[config.mk]
export PLATFORM = sky130hd
export DESIGN_NAME = http_header_stream_parser_unit_flat
export DESIGN_NICKNAME = d
export VERILOG_FILES = /design/src/rtl/hhsp_pkg.sv /design/src/rtl/hhsp_in_if.sv /design/src/rtl/hhsp_out_if.sv /design/src/rtl/hhsp_cfg_if.sv /design/src/rtl/http_header_stream_parser_unit.sv /design/src/rtl/hhsp_step.sv /design/src/flat_wrapper.sv
export SDC_FILE = /design/constraint.sdc
export NUM_CORES = 1
export LEC_CHECK = 0
export BUFFER_PORTS_ARGS = -buffer_cell sky130_fd_sc_hd__buf_2
export CORE_MARGIN = 2
export CORE_UTILIZATION = 40
export CTS_CLUSTER_SIZE = 25
export DETAILED_ROUTE_END_ITERATION = 8
export MAX_ROUTING_LAYER = met4
export PLACE_DENSITY = 0.54
export SYNTH_ARGS = -nofsm -noshare
export SYNTH_HDL_FRONTEND = slang
export SYNTH_HIERARCHICAL = 1
export SYNTH_SLANG_ARGS = --single-unit
[constraint.sdc]
create_clock -name clk -period 7.5 [get_ports clk]
set_clock_uncertainty 0.15 [all_clocks]
set_input_delay 0.375 -clock clk [delete_from_list [all_inputs] [get_ports clk]]
set_output_delay 0.375 -clock clk [all_outputs]
set_load 0.01 [all_outputs]
[src/rtl/hhsp_pkg.sv]
// ---------------------------------------------------------------------------
// hhsp_pkg
// Shared types, character codes and reset values of the header stream parser
// ---------------------------------------------------------------------------
package hhsp_pkg;

	localparam logic [7:0] CH_CR    = 8'h0D;
	localparam logic [7:0] CH_LF    = 8'h0A;
	localparam logic [7:0] CH_COLON = 8'h3A;
	localparam logic [7:0] CH_SPACE = 8'h20;

	localparam logic [2:0] WORD_MAX = 3'd7;

	typedef enum logic [3:0] {
		PH_START   = 4'b0001,
		PH_HEADERS = 4'b0010,
		PH_BODY    = 4'b0100,
		PH_STOP    = 4'b1000
	} phase_t;

	typedef enum logic [6:0] {
		LP_BEGIN      = 7'b0000001,
		LP_NAME       = 7'b0000010,
		LP_SEP        = 7'b0000100,
		LP_VALUE      = 7'b0001000,
		LP_FOLD       = 7'b0010000,
		LP_CR         = 7'b0100000,
		LP_CR_NOCOLON = 7'b1000000
	} line_pos_t;

	typedef enum logic [2:0] {
		CLS_START    = 3'd0,
		CLS_NAME     = 3'd1,
		CLS_SEP      = 3'd2,
		CLS_VALUE    = 3'd3,
		CLS_FOLDED   = 3'd4,
		CLS_TERM     = 3'd5,
		CLS_BODY     = 3'd6,
		CLS_UNPARSED = 3'd7
	} byte_class_t;

	typedef enum logic [2:0] {
		ERR_NONE       = 3'd0,
		ERR_EMPTY      = 3'd1,
		ERR_NO_WORDS   = 3'd2,
		ERR_WORD_COUNT = 3'd3,
		ERR_LONE_CR    = 3'd4,
		ERR_EARLY_FOLD = 3'd5,
		ERR_NO_COLON   = 3'd6,
		ERR_TRUNCATED  = 3'd7
	} err_t;

	typedef struct packed {
		phase_t    phase;
		line_pos_t line_position;
		logic [2:0] word_count;
		logic      inside_word;
		logic      header_seen;
		logic      line_has_bytes;
		err_t      sticky_error;
	} parse_state_t;

	typedef struct packed {
		byte_class_t byte_class;
		logic        header_start;
		logic        headers_done;
		logic        simple_request;
	} tag_t;

	localparam parse_state_t PARSE_RESET = '{
		phase:          PH_START,
		line_position:  LP_BEGIN,
		word_count:     3'd0,
		inside_word:    1'b0,
		header_seen:    1'b0,
		line_has_bytes: 1'b0,
		sticky_error:   ERR_NONE
	};

endpackage

[src/rtl/hhsp_in_if.sv]
// ---------------------------------------------------------------------------
// hhsp_in_if
// Byte channel into the header stream parser
// ---------------------------------------------------------------------------
interface hhsp_in_if;
	logic       valid;
	logic       ready;
	logic [7:0] data_byte;
	logic       message_start;
	logic       end_of_data;

	modport source (output valid, output data_byte, output message_start,
		output end_of_data, input ready);
	modport sink (input valid, input data_byte, input message_start,
		input end_of_data, output ready);
endinterface

[src/rtl/hhsp_out_if.sv]
// ---------------------------------------------------------------------------
// hhsp_out_if
// Tagged byte channel out of the header stream parser
// ---------------------------------------------------------------------------
interface hhsp_out_if;
	logic       valid;
	logic       ready;
	logic [7:0] byte_out;
	logic [2:0] byte_class;
	logic       header_start;
	logic       headers_done;
	logic       simple_request;
	logic [2:0] error_code;

	modport source (output valid, output byte_out, output byte_class,
		output header_start, output headers_done, output simple_request,
		output error_code, input ready);
	modport sink (input valid, input byte_out, input byte_class,
		input header_start, input headers_done, input simple_request,
		input error_code, output ready);
endinterface

[src/rtl/hhsp_cfg_if.sv]
// ---------------------------------------------------------------------------
// hhsp_cfg_if
// Register write channel carrying the message kind
// ---------------------------------------------------------------------------
interface hhsp_cfg_if;
	logic valid;
	logic ready;
	logic message_kind;

	modport source (output valid, output message_kind, input ready);
	modport sink (input valid, input message_kind, output ready);
endinterface

[src/rtl/http_header_stream_parser_unit.sv]
// ---------------------------------------------------------------------------
// http_header_stream_parser_unit
// Tags each byte of an HTTP message with its role in the message header
// ---------------------------------------------------------------------------
// in_ch takes one message byte per item with message_start and end_of_data;
// out_ch returns one tagged item per byte, in order: the byte, its class,
// header start / headers done / simple request flags and the sticky error.
// cfg writes message_kind (0 request, 1 response); it is always ready. The
// user must write message_kind only while no item is in flight; the block
// itself does not enforce it. An input register feeds the per-byte tag
// logic, whose result and the parser state are registered together into the
// result register that drives out_ch. One item per cycle is sustained while
// out_ch does not stall, since the state update of one byte is combinational
// logic between the input register and the result register.
// When out_ch stalls the result register holds its item and the input
// register takes one more item before in_ch.ready drops.
// arst_n clears the item valid flags, the parser state and message_kind.
// ---------------------------------------------------------------------------
module http_header_stream_parser_unit
	import hhsp_pkg::*;
(
	input  logic      clk,
	input  logic      arst_n,
	hhsp_in_if.sink   in_ch,
	hhsp_out_if.source out_ch,
	hhsp_cfg_if.sink  cfg
);

	logic         valid_s1;
	logic [7:0]   byte_s1;
	logic         start_s1;
	logic         eod_s1;
	logic         kind_q;
	parse_state_t state_q;
	parse_state_t state_nxt;
	tag_t         tag_nxt;
	logic         out_valid_q;
	logic [7:0]   byte_q;
	tag_t         tag_q;
	err_t         err_q;
	logic         advance;
	logic         in_accept;

	assign advance   = valid_s1 && (!out_valid_q || out_ch.ready);
	assign in_ch.ready = !valid_s1 || advance;
	assign in_accept = in_ch.valid && in_ch.ready;
	assign cfg.ready = 1'b1;

	hhsp_step u_step (
		.cur           (state_q),
		.message_kind  (kind_q),
		.data_byte     (byte_s1),
		.message_start (start_s1),
		.end_of_data   (eod_s1),
		.nxt           (state_nxt),
		.tag           (tag_nxt)
	);

	always_ff @(posedge clk or negedge arst_n) begin
		if (!arst_n) begin
			valid_s1    <= 1'b0;
			out_valid_q <= 1'b0;
			kind_q      <= 1'b0;
			state_q     <= PARSE_RESET;
		end else begin
			if (in_accept) begin
				valid_s1 <= 1'b1;
			end else if (advance) begin
				valid_s1 <= 1'b0;
			end
			if (advance) begin
				out_valid_q <= 1'b1;
				state_q     <= state_nxt;
			end else if (out_ch.ready) begin
				out_valid_q <= 1'b0;
			end
			if (cfg.valid) begin
				kind_q <= cfg.message_kind;
			end
		end
	end

	always_ff @(posedge clk) begin
		if (in_accept) begin
			byte_s1  <= in_ch.data_byte;
			start_s1 <= in_ch.message_start;
			eod_s1   <= in_ch.end_of_data;
		end
		if (advance) begin
			byte_q <= byte_s1;
			tag_q  <= tag_nxt;
			err_q  <= state_nxt.sticky_error;
		end
	end

	assign out_ch.valid          = out_valid_q;
	assign out_ch.byte_out       = byte_q;
	assign out_ch.byte_class     = tag_q.byte_class;
	assign out_ch.header_start   = tag_q.header_start;
	assign out_ch.headers_done   = tag_q.headers_done;
	assign out_ch.simple_request = tag_q.simple_request;
	assign out_ch.error_code     = err_q;

endmodule

[src/rtl/hhsp_step.sv]
// ---------------------------------------------------------------------------
// hhsp_step
// Per-byte next state and tag logic of the header stream parser
// ---------------------------------------------------------------------------
module hhsp_step
	import hhsp_pkg::*;
(
	input  parse_state_t cur,
	input  logic         message_kind,
	input  logic [7:0]   data_byte,
	input  logic         message_start,
	input  logic         end_of_data,
	output parse_state_t nxt,
	output tag_t         tag
);

	parse_state_t st;
	logic         fin;
	logic         no_colon;

	always_comb begin
		st             = message_start ? PARSE_RESET : cur;
		tag            = '{byte_class: CLS_UNPARSED, header_start: 1'b0,
		                   headers_done: 1'b0, simple_request: 1'b0};
		fin            = 1'b0;
		no_colon       = 1'b0;
		case (st.phase)
			PH_BODY: begin
				tag.byte_class = CLS_BODY;
			end
			PH_START, PH_HEADERS: begin
				if (st.line_position == LP_CR || st.line_position == LP_CR_NOCOLON) begin
					if (data_byte == CH_LF) begin
						tag.byte_class = CLS_TERM;
						fin            = 1'b1;
						no_colon       = (st.line_position == LP_CR_NOCOLON);
					end else begin
						tag.byte_class  = CLS_UNPARSED;
						st.sticky_error = ERR_LONE_CR;
						st.phase        = PH_STOP;
					end
				end else if (data_byte == CH_CR) begin
					tag.byte_class   = CLS_TERM;
					st.line_position = (st.phase == PH_HEADERS && st.line_position == LP_NAME)
					                   ? LP_CR_NOCOLON : LP_CR;
				end else if (data_byte == CH_LF) begin
					tag.byte_class = CLS_TERM;
					fin            = 1'b1;
					no_colon       = (st.phase == PH_HEADERS && st.line_position == LP_NAME);
				end else if (st.phase == PH_START) begin
					tag.byte_class    = CLS_START;
					st.line_has_bytes = 1'b1;
					if (data_byte == CH_SPACE) begin
						st.inside_word = 1'b0;
					end else if (!st.inside_word) begin
						st.inside_word = 1'b1;
						if (st.word_count != WORD_MAX) begin
							st.word_count = st.word_count + 3'd1;
						end
					end
				end else begin
					// header line bytes
					case (st.line_position)
						LP_BEGIN: begin
							st.line_has_bytes = 1'b1;
							if (data_byte == CH_SPACE) begin
								tag.byte_class   = CLS_FOLDED;
								st.line_position = LP_FOLD;
								if (!st.header_seen) begin
									st.sticky_error = ERR_EARLY_FOLD;
									st.phase        = PH_STOP;
								end
							end else begin
								tag.header_start = 1'b1;
								if (data_byte == CH_COLON) begin
									tag.byte_class   = CLS_SEP;
									st.line_position = LP_SEP;
									st.header_seen   = 1'b1;
								end else begin
									tag.byte_class   = CLS_NAME;
									st.line_position = LP_NAME;
								end
							end
						end
						LP_NAME: begin
							if (data_byte == CH_COLON) begin
								tag.byte_class   = CLS_SEP;
								st.line_position = LP_SEP;
								st.header_seen   = 1'b1;
							end else begin
								tag.byte_class = CLS_NAME;
							end
						end
						LP_SEP: begin
							if (data_byte == CH_SPACE) begin
								tag.byte_class = CLS_SEP;
							end else begin
								tag.byte_class   = CLS_VALUE;
								st.line_position = LP_VALUE;
							end
						end
						LP_VALUE: begin
							tag.byte_class = CLS_VALUE;
						end
						default: begin
							tag.byte_class = CLS_FOLDED;
						end
					endcase
				end

				// line end
				if (fin) begin
					if (st.phase == PH_START) begin
						if (!st.line_has_bytes) begin
							st.sticky_error = ERR_EMPTY;
							st.phase        = PH_STOP;
						end else if (!message_kind) begin
							if (st.word_count == 3'd0) begin
								st.sticky_error = ERR_NO_WORDS;
								st.phase        = PH_STOP;
							end else if (st.word_count == 3'd2) begin
								tag.simple_request = 1'b1;
								st.phase           = PH_STOP;
							end else if (st.word_count != 3'd3) begin
								st.sticky_error = ERR_WORD_COUNT;
								st.phase        = PH_STOP;
							end else begin
								st.phase = PH_HEADERS;
							end
						end else begin
							st.phase = PH_HEADERS;
						end
					end else if (no_colon) begin
						st.sticky_error = ERR_NO_COLON;
						st.phase        = PH_STOP;
					end else if (!st.line_has_bytes) begin
						tag.headers_done = 1'b1;
						st.phase         = PH_BODY;
					end
					st.line_position  = LP_BEGIN;
					st.line_has_bytes = 1'b0;
					st.word_count     = 3'd0;
					st.inside_word    = 1'b0;
				end

				if (end_of_data && (st.phase == PH_START || st.phase == PH_HEADERS)) begin
					st.sticky_error = ERR_TRUNCATED;
					st.phase        = PH_STOP;
				end
			end
			default: begin
				tag.byte_class = CLS_UNPARSED;
			end
		endcase
		nxt = st;
	end

endmodule

[src/flat_wrapper.sv]
// flat-port wrapper written by rule: the top's interface ports become plain ports
module http_header_stream_parser_unit_flat import hhsp_pkg::*;
  (clk, arst_n, in_ch_valid, in_ch_data_byte, in_ch_message_start, in_ch_end_of_data, in_ch_ready, out_ch_valid, out_ch_byte_out, out_ch_byte_class, out_ch_header_start, out_ch_headers_done, out_ch_simple_request, out_ch_error_code, out_ch_ready, cfg_valid, cfg_message_kind, cfg_ready);
  hhsp_in_if in_ch_i ();
  hhsp_out_if out_ch_i ();
  hhsp_cfg_if cfg_i ();
  input  logic clk;
  input  logic arst_n;
  input wire logic [$bits(in_ch_i.valid)-1:0] in_ch_valid;
  input wire logic [$bits(in_ch_i.data_byte)-1:0] in_ch_data_byte;
  input wire logic [$bits(in_ch_i.message_start)-1:0] in_ch_message_start;
  input wire logic [$bits(in_ch_i.end_of_data)-1:0] in_ch_end_of_data;
  output wire logic [$bits(in_ch_i.ready)-1:0] in_ch_ready;
  output wire logic [$bits(out_ch_i.valid)-1:0] out_ch_valid;
  output wire logic [$bits(out_ch_i.byte_out)-1:0] out_ch_byte_out;
  output wire logic [$bits(out_ch_i.byte_class)-1:0] out_ch_byte_class;
  output wire logic [$bits(out_ch_i.header_start)-1:0] out_ch_header_start;
  output wire logic [$bits(out_ch_i.headers_done)-1:0] out_ch_headers_done;
  output wire logic [$bits(out_ch_i.simple_request)-1:0] out_ch_simple_request;
  output wire logic [$bits(out_ch_i.error_code)-1:0] out_ch_error_code;
  input wire logic [$bits(out_ch_i.ready)-1:0] out_ch_ready;
  input wire logic [$bits(cfg_i.valid)-1:0] cfg_valid;
  input wire logic [$bits(cfg_i.message_kind)-1:0] cfg_message_kind;
  output wire logic [$bits(cfg_i.ready)-1:0] cfg_ready;
  assign in_ch_i.valid = in_ch_valid;
  assign in_ch_i.data_byte = in_ch_data_byte;
  assign in_ch_i.message_start = in_ch_message_start;
  assign in_ch_i.end_of_data = in_ch_end_of_data;
  assign in_ch_ready = in_ch_i.ready;
  assign out_ch_valid = out_ch_i.valid;
  assign out_ch_byte_out = out_ch_i.byte_out;
  assign out_ch_byte_class = out_ch_i.byte_class;
  assign out_ch_header_start = out_ch_i.header_start;
  assign out_ch_headers_done = out_ch_i.headers_done;
  assign out_ch_simple_request = out_ch_i.simple_request;
  assign out_ch_error_code = out_ch_i.error_code;
  assign out_ch_i.ready = out_ch_ready;
  assign cfg_i.valid = cfg_valid;
  assign cfg_i.message_kind = cfg_message_kind;
  assign cfg_ready = cfg_i.ready;
  http_header_stream_parser_unit u_core (.clk(clk), .arst_n(arst_n), .in_ch(in_ch_i), .out_ch(out_ch_i), .cfg(cfg_i));
endmodule
Word level (Yosys, flattened, before mapping)
Cells that the tools add are included.
{ "classes": {"n_div": 0, "muxes": 83, "reduce_logical": 17, "n_bitwise": 5, "shifts": 0, "n_mul": 0, "n_addsub": 1, "n_eq_ne": 19, "n_lt_le_gt_ge": 0} }
{ "ops": {"columns": ["cell", "n"], "rows": [
  ["two-way mux 4 bit", 20],
  ["two-way mux 3 bit", 21],
  ["two-way mux 20 bit", 3],
  ["two-way mux 7 bit", 5],
  ["two-way mux 15 bit", 2],
  ["two-way mux 13 bit", 2],
  ["two-way mux 1 bit", 22],
  ["case mux 7 bit (3 select lines)", 1],
  ["== test 8 x 4 -> 1 bit (second input constant)", 2],
  ["== test 8 x 6 -> 1 bit (second input constant)", 2],
  ["== test 4 x 1 -> 1 bit (second input constant)", 3],
  ["case mux 3 bit (4 select lines)", 1],
  ["OR reduction 6 bit", 2],
  ["two-way mux 11 bit", 1],
  ["two-way mux 9 bit", 1],
  ["== test 4 x 2 -> 1 bit (second input constant)", 2],
  ["== test 7 x 1 -> 1 bit (second input constant)", 1],
  ["== test 7 x 2 -> 1 bit (second input constant)", 1],
  ["== test 7 x 3 -> 1 bit (second input constant)", 1],
  ["== test 7 x 4 -> 1 bit (second input constant)", 1],
  ["== test 7 x 6 -> 1 bit (second input constant)", 1],
  ["== test 7 bit (second input constant)", 1],
  ["case mux 3 bit (2 select lines)", 1],
  ["inverter 1 bit", 5],
  ["other kinds (14)", 23]
]} }
{ "word_totals": {"n_memories": 0, "output_inout_bits": 20, "word_cells": 144, "ff_bits": 50, "ram_bits": 0, "latch_bits": 0, "romBits": 0} }

Logic depth before layout (Yosys ltp)
{ "depth": {"word_depth": 24, "mapped_depth": 12} }

Modules after synthesis
The synthesis kept the hierarchy.
{ "modules_own_cells": {"columns": ["mod", "cells_per_inst", "area_per_inst_um2", "instances", "seq_area_each_um2"], "rows": [
  ["http_header_stream_parser_unit", 82, 1785.5, 1, 1388.8],
  ["hhsp_step", 223, 1483.9, 1, 0.0]
]} }

Least setup slack after synthesis
No wires, ideal clock.
{ "synth_path": {"kind": "register -> register", "from": "reg u_core/state_q[9] in the netlist's numbering", "to": "reg u_core/state_q[1] in the netlist's numbering", "setup_time_ns": 0.125, "arrival_time_ns": 2.431, "path_stages_with_launch": 11, "path_slack_ns": 4.794, "required_time_ns": 7.225, "period_less_slack_ns": 2.706, "path_cell_list": "dfstp_2 -> nor4b_4 -> and4_4 -> o31ai_1 -> a211oi_2 -> or2_1 -> buf_6 -> a211oi_4 -> a32oi_2 -> o311ai_1 -> mux2_4"} }
{ "synth_rtl": {"columns": ["item", "line", "source"], "rows": [
  ["start, declared", "http_header_stream_parser_unit.sv:34", "parse_state_t state_q;"],
  ["start signal, assigned", "http_header_stream_parser_unit.sv:73", "state_q <= state_nxt;"]
]} }

==> metrics.md <==
| Metric | Value |
|---|---|
| Final Util | 45.6% |
| Mapped Cells | 305 |
| Max_slew headroom | 28.6% |
| Starting density of the core | 41.9% |
| Yosys cell types | 77 |
| Post-CTS setup buffers | 0 |
| Synth async-reset ratio | 46.0% |
| Die height | 94.4 um |
| Dominant synthesized flop cell | edfxtp_1 |
| Status | completed |
| Hold Vio Cnt, Final | 0 |
| Aggregate negative setup slack | 0 ns |
| DP HPWL | 5470 um |
| Tcrit/Tclk final | 47.3% |
| Remaining antenna violation count | 0 |
| First-pass GRT wire length | 12600 um |
| Number of synthesized flops with an enable pin | 27 |
| Layout fillers | 741 |
| Worst slew pin tran | 1.07 ns |
| CP arrival | 3.61 ns |
| Final Critical Period | 3.55 ns |
| Ports | 36 |
| Most frequent cells after synthesis | 35 x nand2_1, 30 x nor2_1, 27 x edfxtp_1, 21 x dfrtp_1, 19 x mux2_4 |
| Largest net degree at the start of global routing | 25 |
| Yosys top cell by area | edfxtp_1 |
| DRC errors left | 0 |
| CTS root buf | clkbuf_8 |
| Synth area leaders | edfxtp_1 25%, dfrtp_1 16%, mux2_4 8.7% |
| Max Clk Rate | 0.282 GHz |
| Total Nets Final | 349 |
| Synth warn | 6 |
| Gr usage total | 18.9% |
| Syn nets | 321 |
| Drt initial violations | 232 |
| Synth-to-Final Area Change | 8.92% |
| DR vias | 2499 |
| Final setup fails | 0 |
| Post-Syn Area | 3270 sq um |
| Via/cell ratio | 5.73 |
| Port-buffer cells | 34 |
| Core area | 7810 sq um |
| Crit start category | flip-flop |
| Per-cell routed wire length | 17.3 um |
| Clk slew on worst S/H paths | 0.10 ns |
| Top-count cell post-synth | nand2_1 |
| Routed Wire Length | 7520 um |
| Unrepaired setup endpoints after global routing | false |
| Top fanout value on the critical path | 24 |
| 1st-pass router iterations | 5 |
| PwrDens | 256 nW/um^2 |
| Die W | 94.4 um |
| Number of global-route vias before repair | 2455 |
| Global placement routability congestion | 0.914 |
| Critical path type | reg -> reg |
| Final Max Slew Viols | 0 |
| Yosys reg bits | 50 |
| Req. time, crit path | 7.56 ns |
| Antenna violations before repair | 0 |
| Register area share after synthesis | 42.5% |
| Share of cells above drive strength 1 | 28.7% |
| Clk_lat worst skew | 0.31 ns |
| CTS tree | built |
| Hold-fix buffers, CTS | 1 |
| # resized after CTS | 0 |
| Total CTS buffers | 5 |
| Global route overflow | 0 |
| Yosys top cell area share | 24.8% |
| # rows | 32 |
| Peak VDD IR | 107 uV |
| CTS Buffer Depth | 2 |
| Hold Path Stages | 1 |
| Syn avg cell area | 10.7 sq um |
| Hold Path Class | in -> reg |
| Antenna Cells | 0 |
| Htree depth | 2 |
| Pleak | 0.00142 uW |
| Clock Sinks | 50 |
| CP endpoint kind | flip-flop |
| Max-cap viol count | 0 |
| R2R cell count | 9 |
| Die area | 8910 sq um |
[worst paths after layout]
kind,start,slack [ns],end
max in group asynchronous,arst_n,6.40,u_core/state_q[9]
min reg2reg,u_core/state_q[3],0.38,u_core/state_q[3]
min in group asynchronous,arst_n,0.41,u_core/state_q[17]
max reg2reg,u_core/start_s1,3.95,u_core/state_q[1]
min,in_ch_data_byte[2],0.09,u_core/byte_s1[2]
max,u_core/start_s1,3.95,u_core/state_q[1]
[registers in the layout, summed over array words and instances, names as in the netlist]
register,count
u_core/state_q,20
u_core/byte_s1,8
u_core/out_ch.byte_out,8
u_core/out_ch.byte_class,3
u_core/out_ch.error_code,3
u_core/eod_s1,1
u_core/kind_q,1
u_core/out_ch.header_start,1
u_core/out_ch.headers_done,1
u_core/out_ch.simple_request,1
u_core/out_ch.valid,1
u_core/start_s1,1
u_core/valid_s1,1
[cells in the final DEF (no fill, tap or decap), types with 5 or more instances in the layout]
cell / n
nand2_1: 35
buf_2: 34
nor2_1: 30
edfxtp_1: 27
dfrtp_1: 21
mux2_4: 19
a21oi_1: 16
o21ai_0: 13
nand3_1: 12
nor2b_1: 7
clkbuf_8: 5
inv_1: 5
nand2b_1: 5
nor4_1: 5
nor3_1: 5
[layout make-up]
type / count / area [sq um] / share of cell area [%]
sequential: 50 / 1390 / 39.0
tap: 102 / 128 / 3.58
timing repair buffer: 35 / 180 / 5.06
clock buffer: 5 / 68.8 / 1.93
multi-input combinational: 236 / 1730 / 48.7
inverter: 5 / 18.8 / 0.527
clock inverter: 3 / 43.8 / 1.23
[metal layers]
metal	share of wire, %	wire length, um	GRT usage, %	vias to the layer above
met4	1.1	85	7.37	0
met5	0	0	-	-
met2	46	3440	27.2	82
met3	5.8	438	2.47	9
li1	-	-	-	1203
met1	47	3550	27.0	1205
[report_power, final]
part | switching [uW] | internal (uW) | total, uW
registers | 55.0 | 344 | 400
logic | 169 | 150 | 318
clock network | 94.4 | 100 | 194
[critical path, stage by stage (launching register included)]
cell      delay [ns]
edfxtp_1        0.87
nor2_1          0.17
nand3_1         0.42
nand3_1         0.23
a211oi_2        0.38
or2_1           0.33
a211oi_4        0.09
a32oi_2         0.32
o311ai_1        0.18
mux2_4          0.31
[cells by family (layout without fill, tap and decap cells)]
| family | Yosys count | after routing | synth area share [%] |
|---|---|---|---|
| xor+xnor | 1 | 1 | 0.268 |
| other cells | 1 | 1 | 0.115 |
| buf+inv | 19 | 48 | 4.52 |
| flops | 50 | 50 | 42.5 |
| mux | 22 | 22 | 9.72 |
| simple gates | 142 | 142 | 27.1 |
| compound gates | 70 | 70 | 15.8 |
[through the flow]
| step | power (uW) | hold slack (ns) | cells | cell area, sq um | worst slack (ns) |
|---|---|---|---|---|---|
| after floorplan | 653 | -0.0706 | 305 | 3270 | 4.79 |
| after global placement | 721 | 0.255 | 427 | 3440 | 4.09 |
| after detailed placement | 720 | 0.259 | 427 | 3440 | 4.01 |
| after CTS | 919 | 0.0732 | 436 | 3560 | 4.00 |
| after global routing | 974 | 0.0663 | 436 | 3560 | 3.67 |
| final | 912 | 0.0858 | 436 | 3560 | 3.95 |
Power figures use the tool's default switching activity.
